### src/rtl/deq_pkg.sv
// ----------------------------------------------------------------------------
// deq_pkg
// Shared types and constants for the double-ended queue: store geometry,
// operation codes and the input and result word layouts.
// ----------------------------------------------------------------------------
package deq_pkg;

  // store geometry
  localparam int DEPTH      = 64;
  localparam int DATA_WIDTH = 32;
  localparam int IDX_W      = (DEPTH > 1) ? $clog2(DEPTH) : 1;
  localparam int CNT_W      = $clog2(DEPTH + 1);

  typedef logic [DATA_WIDTH-1:0] data_t;
  typedef logic [IDX_W-1:0]      idx_t;
  typedef logic [CNT_W-1:0]      cnt_t;
  typedef logic [6:0]            out_cnt_t;

  // operation codes
  typedef enum logic [1:0] {
    KIND_PUSH_BACK  = 2'd0,
    KIND_PUSH_FRONT = 2'd1,
    KIND_POP_BACK   = 2'd2,
    KIND_POP_FRONT  = 2'd3
  } kind_t;

  // input word
  typedef struct packed {
    kind_t       kind;
    logic [31:0] value;
  } in_word_t;

  // result word
  typedef struct packed {
    logic [31:0] popped_value;
    logic        underflow;
    logic        overflow_dropped;
    out_cnt_t    count;
    logic        is_empty;
  } out_word_t;

  // operation in flight while the store read completes
  typedef struct packed {
    logic     rd;
    logic     underflow;
    logic     overflow_dropped;
    out_cnt_t count;
    logic     is_empty;
  } pend_t;

  // circular index steps
  function automatic idx_t idx_next(input idx_t i);
    return (i == idx_t'(DEPTH - 1)) ? '0 : idx_t'(i + idx_t'(1));
  endfunction

  function automatic idx_t idx_prev(input idx_t i);
    return (i == '0) ? idx_t'(DEPTH - 1) : idx_t'(i - idx_t'(1));
  endfunction

endpackage

### src/rtl/deq_ram.sv
// ----------------------------------------------------------------------------
// deq_ram
// Simple dual-port synchronous RAM: one write port, one read port with
// registered read data. Read data holds when not reading.
// ----------------------------------------------------------------------------
module deq_ram #(
  parameter int DEPTH = 64,
  parameter int WIDTH = 32
) (
  input  logic                                  clk,
  input  logic                                  wr_en,
  input  logic [((DEPTH > 1) ? $clog2(DEPTH) : 1)-1:0] wr_addr,
  input  logic [WIDTH-1:0]                      wr_data,
  input  logic                                  rd_en,
  input  logic [((DEPTH > 1) ? $clog2(DEPTH) : 1)-1:0] rd_addr,
  output logic [WIDTH-1:0]                      rd_data
);

  logic [WIDTH-1:0] mem [DEPTH];

  // write port
  always_ff @(posedge clk) begin
    if (wr_en) begin
      mem[wr_addr] <= wr_data;
    end
  end

  // registered read port
  always_ff @(posedge clk) begin
    if (rd_en) begin
      rd_data <= mem[rd_addr];
    end
  end

endmodule

### src/rtl/double_ended_queue.sv
// ----------------------------------------------------------------------------
// double_ended_queue
// Bounded deque in a circular RAM with push/pop at either end.
// ----------------------------------------------------------------------------
// Each input word is one operation: push back, push front, pop back or pop
// front. At acceptance the pointers and count update, the RAM is written or
// read and the operation enters the pending stage; the result is then formed
// from the RAM read data into an output register. The RAM's single write and
// single read port allow one word per cycle in steady state; a stalled output
// holds the pipeline after one more word. A pop on an empty queue returns zero
// with underflow set; a push on a full queue is dropped with overflow_dropped
// set. Every result carries the element count after the operation and an empty
// flag.
module double_ended_queue (
  input  logic               clk,
  input  logic               rst_n,
  input  logic               in_valid,
  output logic               in_stall,
  input  deq_pkg::in_word_t  in_word,
  output logic               out_valid,
  input  logic               out_stall,
  output deq_pkg::out_word_t out_word
);

  deq_pkg::idx_t  front_r, front_nxt;
  deq_pkg::idx_t  back_r, back_nxt;
  deq_pkg::cnt_t  count_r, count_nxt;

  logic               pend_v_r;
  deq_pkg::pend_t     pend_r, pend_nxt;
  logic               out_v_r;
  deq_pkg::out_word_t out_r;

  logic               out_free, pend_free, accept;
  logic               wr_en, rd_en;
  deq_pkg::idx_t      wr_addr, rd_addr;
  deq_pkg::data_t     rd_data;
  logic               full, empty;

  // flow control between stages
  assign out_free  = !out_v_r || !out_stall;
  assign pend_free = !pend_v_r || out_free;
  assign in_stall  = !pend_free;
  assign accept    = in_valid && pend_free;

  assign full  = (count_r == deq_pkg::cnt_t'(deq_pkg::DEPTH));
  assign empty = (count_r == '0);

  // operation decode, pointer and count update
  always_comb begin
    front_nxt = front_r;
    back_nxt  = back_r;
    count_nxt = count_r;
    wr_en     = 1'b0;
    rd_en     = 1'b0;
    wr_addr   = back_r;
    rd_addr   = front_r;
    pend_nxt  = '0;
    unique case (in_word.kind)
      deq_pkg::KIND_PUSH_BACK: begin
        if (full) begin
          pend_nxt.overflow_dropped = 1'b1;
        end else begin
          wr_en     = accept;
          wr_addr   = back_r;
          back_nxt  = deq_pkg::idx_next(back_r);
          count_nxt = deq_pkg::cnt_t'(count_r + deq_pkg::cnt_t'(1));
        end
      end
      deq_pkg::KIND_PUSH_FRONT: begin
        if (full) begin
          pend_nxt.overflow_dropped = 1'b1;
        end else begin
          wr_en     = accept;
          front_nxt = deq_pkg::idx_prev(front_r);
          wr_addr   = front_nxt;
          count_nxt = deq_pkg::cnt_t'(count_r + deq_pkg::cnt_t'(1));
        end
      end
      deq_pkg::KIND_POP_BACK: begin
        if (empty) begin
          pend_nxt.underflow = 1'b1;
        end else begin
          rd_en       = accept;
          pend_nxt.rd = 1'b1;
          back_nxt    = deq_pkg::idx_prev(back_r);
          rd_addr     = back_nxt;
          count_nxt   = deq_pkg::cnt_t'(count_r - deq_pkg::cnt_t'(1));
        end
      end
      deq_pkg::KIND_POP_FRONT: begin
        if (empty) begin
          pend_nxt.underflow = 1'b1;
        end else begin
          rd_en       = accept;
          pend_nxt.rd = 1'b1;
          rd_addr     = front_r;
          front_nxt   = deq_pkg::idx_next(front_r);
          count_nxt   = deq_pkg::cnt_t'(count_r - deq_pkg::cnt_t'(1));
        end
      end
      default: begin
      end
    endcase
    pend_nxt.count    = deq_pkg::out_cnt_t'(count_nxt);
    pend_nxt.is_empty = (count_nxt == '0);
  end

  // element store
  deq_ram #(
    .DEPTH (deq_pkg::DEPTH),
    .WIDTH (deq_pkg::DATA_WIDTH)
  ) u_ram (
    .clk     (clk),
    .wr_en   (wr_en),
    .wr_addr (wr_addr),
    .wr_data (deq_pkg::data_t'(in_word.value)),
    .rd_en   (rd_en),
    .rd_addr (rd_addr),
    .rd_data (rd_data)
  );

  // queue state
  always_ff @(posedge clk) begin
    if (!rst_n) begin
      front_r <= '0;
      back_r  <= '0;
      count_r <= '0;
    end else if (accept) begin
      front_r <= front_nxt;
      back_r  <= back_nxt;
      count_r <= count_nxt;
    end
  end

  // pending stage waiting on read data
  always_ff @(posedge clk) begin
    if (!rst_n) begin
      pend_v_r <= 1'b0;
    end else if (pend_free) begin
      pend_v_r <= accept;
    end
  end

  always_ff @(posedge clk) begin
    if (accept) begin
      pend_r <= pend_nxt;
    end
  end

  // output register
  always_ff @(posedge clk) begin
    if (!rst_n) begin
      out_v_r <= 1'b0;
    end else if (out_free) begin
      out_v_r <= pend_v_r;
    end
  end

  always_ff @(posedge clk) begin
    if (out_free && pend_v_r) begin
      out_r.popped_value     <= pend_r.rd ? 32'(rd_data) : 32'd0;
      out_r.underflow        <= pend_r.underflow;
      out_r.overflow_dropped <= pend_r.overflow_dropped;
      out_r.count            <= pend_r.count;
      out_r.is_empty         <= pend_r.is_empty;
    end
  end

  assign out_valid = out_v_r;
  assign out_word  = out_r;

endmodule
### config.mk
export PLATFORM = sky130hd
export DESIGN_NAME = double_ended_queue
export DESIGN_NICKNAME = d
export VERILOG_FILES = /design/src/rtl/deq_pkg.sv /design/src/rtl/deq_ram.sv /design/src/rtl/double_ended_queue.sv
export SDC_FILE = /design/constraint.sdc
export NUM_CORES = 2
export LEC_CHECK = 0
export BUFFER_PORTS_ARGS = -buffer_cell sky130_fd_sc_hd__buf_4
export CAP_MARGIN = 20
export CELL_PAD_IN_SITES_DETAIL_PLACEMENT = 0
export CELL_PAD_IN_SITES_GLOBAL_PLACEMENT = 2
export CORE_AREA = 2 2 581 294
export CTS_BUF_LIST = sky130_fd_sc_hd__clkbuf_4
export DETAILED_ROUTE_END_ITERATION = 10
export DIE_AREA = 0 0 583 296
export PLACE_DENSITY = 0.83
export SLEW_MARGIN = 20
export SYNTH_ARGS = -nofsm -noshare
export SYNTH_HDL_FRONTEND = slang
export SYNTH_SLANG_ARGS = --single-unit
### constraint.sdc
create_clock -name clk -period 4.71 [get_ports clk]
set_input_delay 0.7065 -clock clk [delete_from_list [all_inputs] [get_ports clk]]
set_output_delay 0.7065 -clock clk [all_outputs]
set_load 0.1 [all_outputs]
==> results.toml <==
[timing]
finalHoldViolCount = 0
grt_setup_unrepaired = "false"
min_period_over_period = 0.899
finalClockSkew_ps = 129
relSlewSlack = 0.328
setup_viol = 0
setup_slack_ps = 474
drv_slew = 0
max_freq_mhz = 236
finalSetupTns_ps = 0
timing.hold.ws_ps = 63.2
tightestPinTransition_ps = 1000
finalCriticalPeriod_ps = 4240

[yosys]
synth_edf_count = 2133
synth_flop_cell = "edfxtp_1"
ys_seq_area_frac = 0.774
synth_top_cell_by_area = "edfxtp_1"
ys_top_cells_by_area = "edfxtp_1 (77%), mux4_2 (6.8%), nand2_1 (3.5%)"
synthArstFlopShare = 0
synth-seq-cells = 2154
synth_nets = 4830
synth.distinct_cells = 68
synth_top_area_frac = 0.769
syn-cell-area_mm2 = 0.0833
postSynthAreaPerCell_um2 = 17.4
yosys_warnings = 0
postSynthCellCount = 4784

[cells_and_area]
drive_gt1_frac = 0.245
area_growth_pct = 13.7
finalInstanceArea_mm2 = 0.0947
multi_input_area_mm2 = 0.0180
layout_commonest_cell = "edfxtp_1"
fillerInstances = 13100
seq_area_mm2 = 0.0645
final_nets = 5366
final_cell_mix = "edfxtp_1 (2133), nand2_1 (784), clkbuf_4 (690), nand3_1 (287), buf_4 (264)"

[clock_network]
tritoncts = "yes"
worst_skew_pair.late_latency_ps = 1290
post-cts-setup-buffers = 0
clock_sinks = 2154
ctsHoldBuffers = 37
htree_levels = 5
cts_max_path_buffers = 4
root_buffer = "clkbuf_4"
cts_made_buffers = 460
cts_resized = 0
clkSlewWorstSetupHoldPaths_ps = 90

[floorplan]
ios = 82
row_count = 107
die_x_um = 583
fp.dieH_um = 296
coreArea_mm2 = 0.168
fp.dieArea_mm2 = 0.173
initial_core_util = 0.495

[pwr]
peakVddDrop_mv = 0.290
power.total_mw = 41.0
p_leak_nw = 31.4
powerDensity_mw_per_mm2 = 433

[global_route]
grtUsageTotal = 0.280
grt-ovfl-total = 0
grt_max_degree = 96
grt_pass1_wl_mm = 342
antenna_found_initial = 11
grt_pass1_vias = 46400

[placement]
place_area_mm2 = 0.0886
port_buffers = 81
dp_hpwl_mm = 137
dp_slack_ps = 616
place_congestion = 0.841

[run]
cap_violations = 0

[setup_path]
cp_max_fo = 39
r2r-end = "u_ram.rd_data[12]$_DFFE_PP_"
r2r-start = "back_r[0]$_SDFFE_PN0P_"
r2r_cells = 12
r2r_slack_ps = 470
arrival_ps = 5270
crit_required_ps = 5750
endpoint_kind = "register"
crit_type = "reg -> reg"
critPathLaunchType = "register"

[hold_path]
worstHoldStart = "in_word[3]"
hp-class = "in -> reg"
min_path_cells = 1
min_to = "u_ram.mem[20][3]$_DFFE_PP_"

[detailed_routing]
via_per_inst = 6.22
drcViolationCount = 0
via_count = 49200
wl_per_cell_um = 30.7
antenna_left = 0
drt_wl_total_mm = 242
first_iter_violations = 7431
detail_route.first_pass.iterations = 9

[run_status]
status = "completed"
[report_power, final]
group          internal, mW  leakage [nW]  total (mW)  switching [mW]
registers              21.3          19.4        21.4           0.125
clock network          6.76          3.42        13.9            7.17
logic                  1.93          8.61        5.72            3.79
[sequential cells by signal, summed over array words and instances (netlist names)]
register	cells
out_word	42
out_valid	1
u_ram.rd_data	32
count_r	7
u_ram.mem	2048
back_r	6
pend_v_r	1
front_r	6
pend_r	11
[how the worst max path moves through the flow]
stage	start	end	slack [ps]	depth (start not counted)
CTS	back_r[0]$_SDFFE_PN0P_	u_ram.rd_data[12]$_DFFE_PP_	580	12
global route	back_r[0]$_SDFFE_PN0P_	u_ram.rd_data[12]$_DFFE_PP_	340	12
finish	back_r[0]$_SDFFE_PN0P_	u_ram.rd_data[12]$_DFFE_PP_	470	12
detailed placement	in_word[32]	u_ram.rd_data[8]$_DFFE_PP_	620	11
floorplan	out_valid$_SDFFE_PN0P_	out_word[0]$_DFFE_PP_	330	1
global placement	in_word[32]	u_ram.rd_data[8]$_DFFE_PP_	610	10
[Yosys cell counts (all sizes together) (8+ instances only)]
cell type	n
edfxtp	2133
nand2	784
nand3	287
mux4	251
clkbuf	162
mux2i	147
buf	134
nor2	94
a21oi	88
a221oi	88
a31oi	88
nand4	70
a22oi	50
a211oi	45
and2	42
o21ai	35
nor2b	31
o2111ai	31
a222oi	27
a22o	25
dfxtp	21
and3	15
inv	12
o31ai	9
ha	8
[critical path: stages (launching register included)]
cell	delay [ps]
dfxtp_1	610
inv_1	130
ha_1	260
nand2b_1	110
o21ai_1	170
mux2i_4	300
buf_12	240
buf_4	540
buf_4	360
mux2i_1	100
a222oi_1	570
a21oi_1	200
a211oi_1	290
[area by class of cell]
| class | instances | area share |
|---|---|---|
| tap | 2234 | 0.0295 |
| inverter | 13 | 0.000515 |
| sequential | 2154 | 0.681 |
| timing repair buffer | 370 | 0.0394 |
| clock buffer | 690 | 0.0547 |
| antenna | 7 | 0.000185 |
| clock inverter | 112 | 0.00526 |
| multi-input combinational | 2321 | 0.190 |
[through the flow]
| step | utilization | instances |
|---|---|---|
| after floorplan | - | 4784 |
| after global placement | 0.526 | 7054 |
| after detailed placement | 0.526 | 7054 |
| after CTS | 0.562 | 7893 |
| after global routing | 0.562 | 7896 |
| final | 0.562 | 7901 |
[kinds of logic after synthesis]
| family | count (synthesis) | share of synthesized area |
|---|---|---|
| AOI/OAI and AO/OA | 536 | 0.0470 |
| xor gates and xnor gates | 10 | 0.00105 |
| adders and majority gates | 8 | 0.00120 |
| buffers and inverters | 309 | 0.0184 |
| DFF | 2154 | 0.774 |
| muxes | 401 | 0.0859 |
| and+or+nand+nor | 1366 | 0.0724 |
[routing by layer]
| metal | GRT usage | wire (um) | up-vias |
|---|---|---|---|
| met3 | 0.0819 | 33400 | 279 |
| met1 | 0.446 | 105000 | 25100 |
| met4 | 0.0590 | 3730 | 2 |
| met2 | 0.379 | 100000 | 3430 |
| met5 | 0 | 13 | - |
| li1 | - | - | 20400 |
Note: power is estimated with default switching activity, not from simulation.
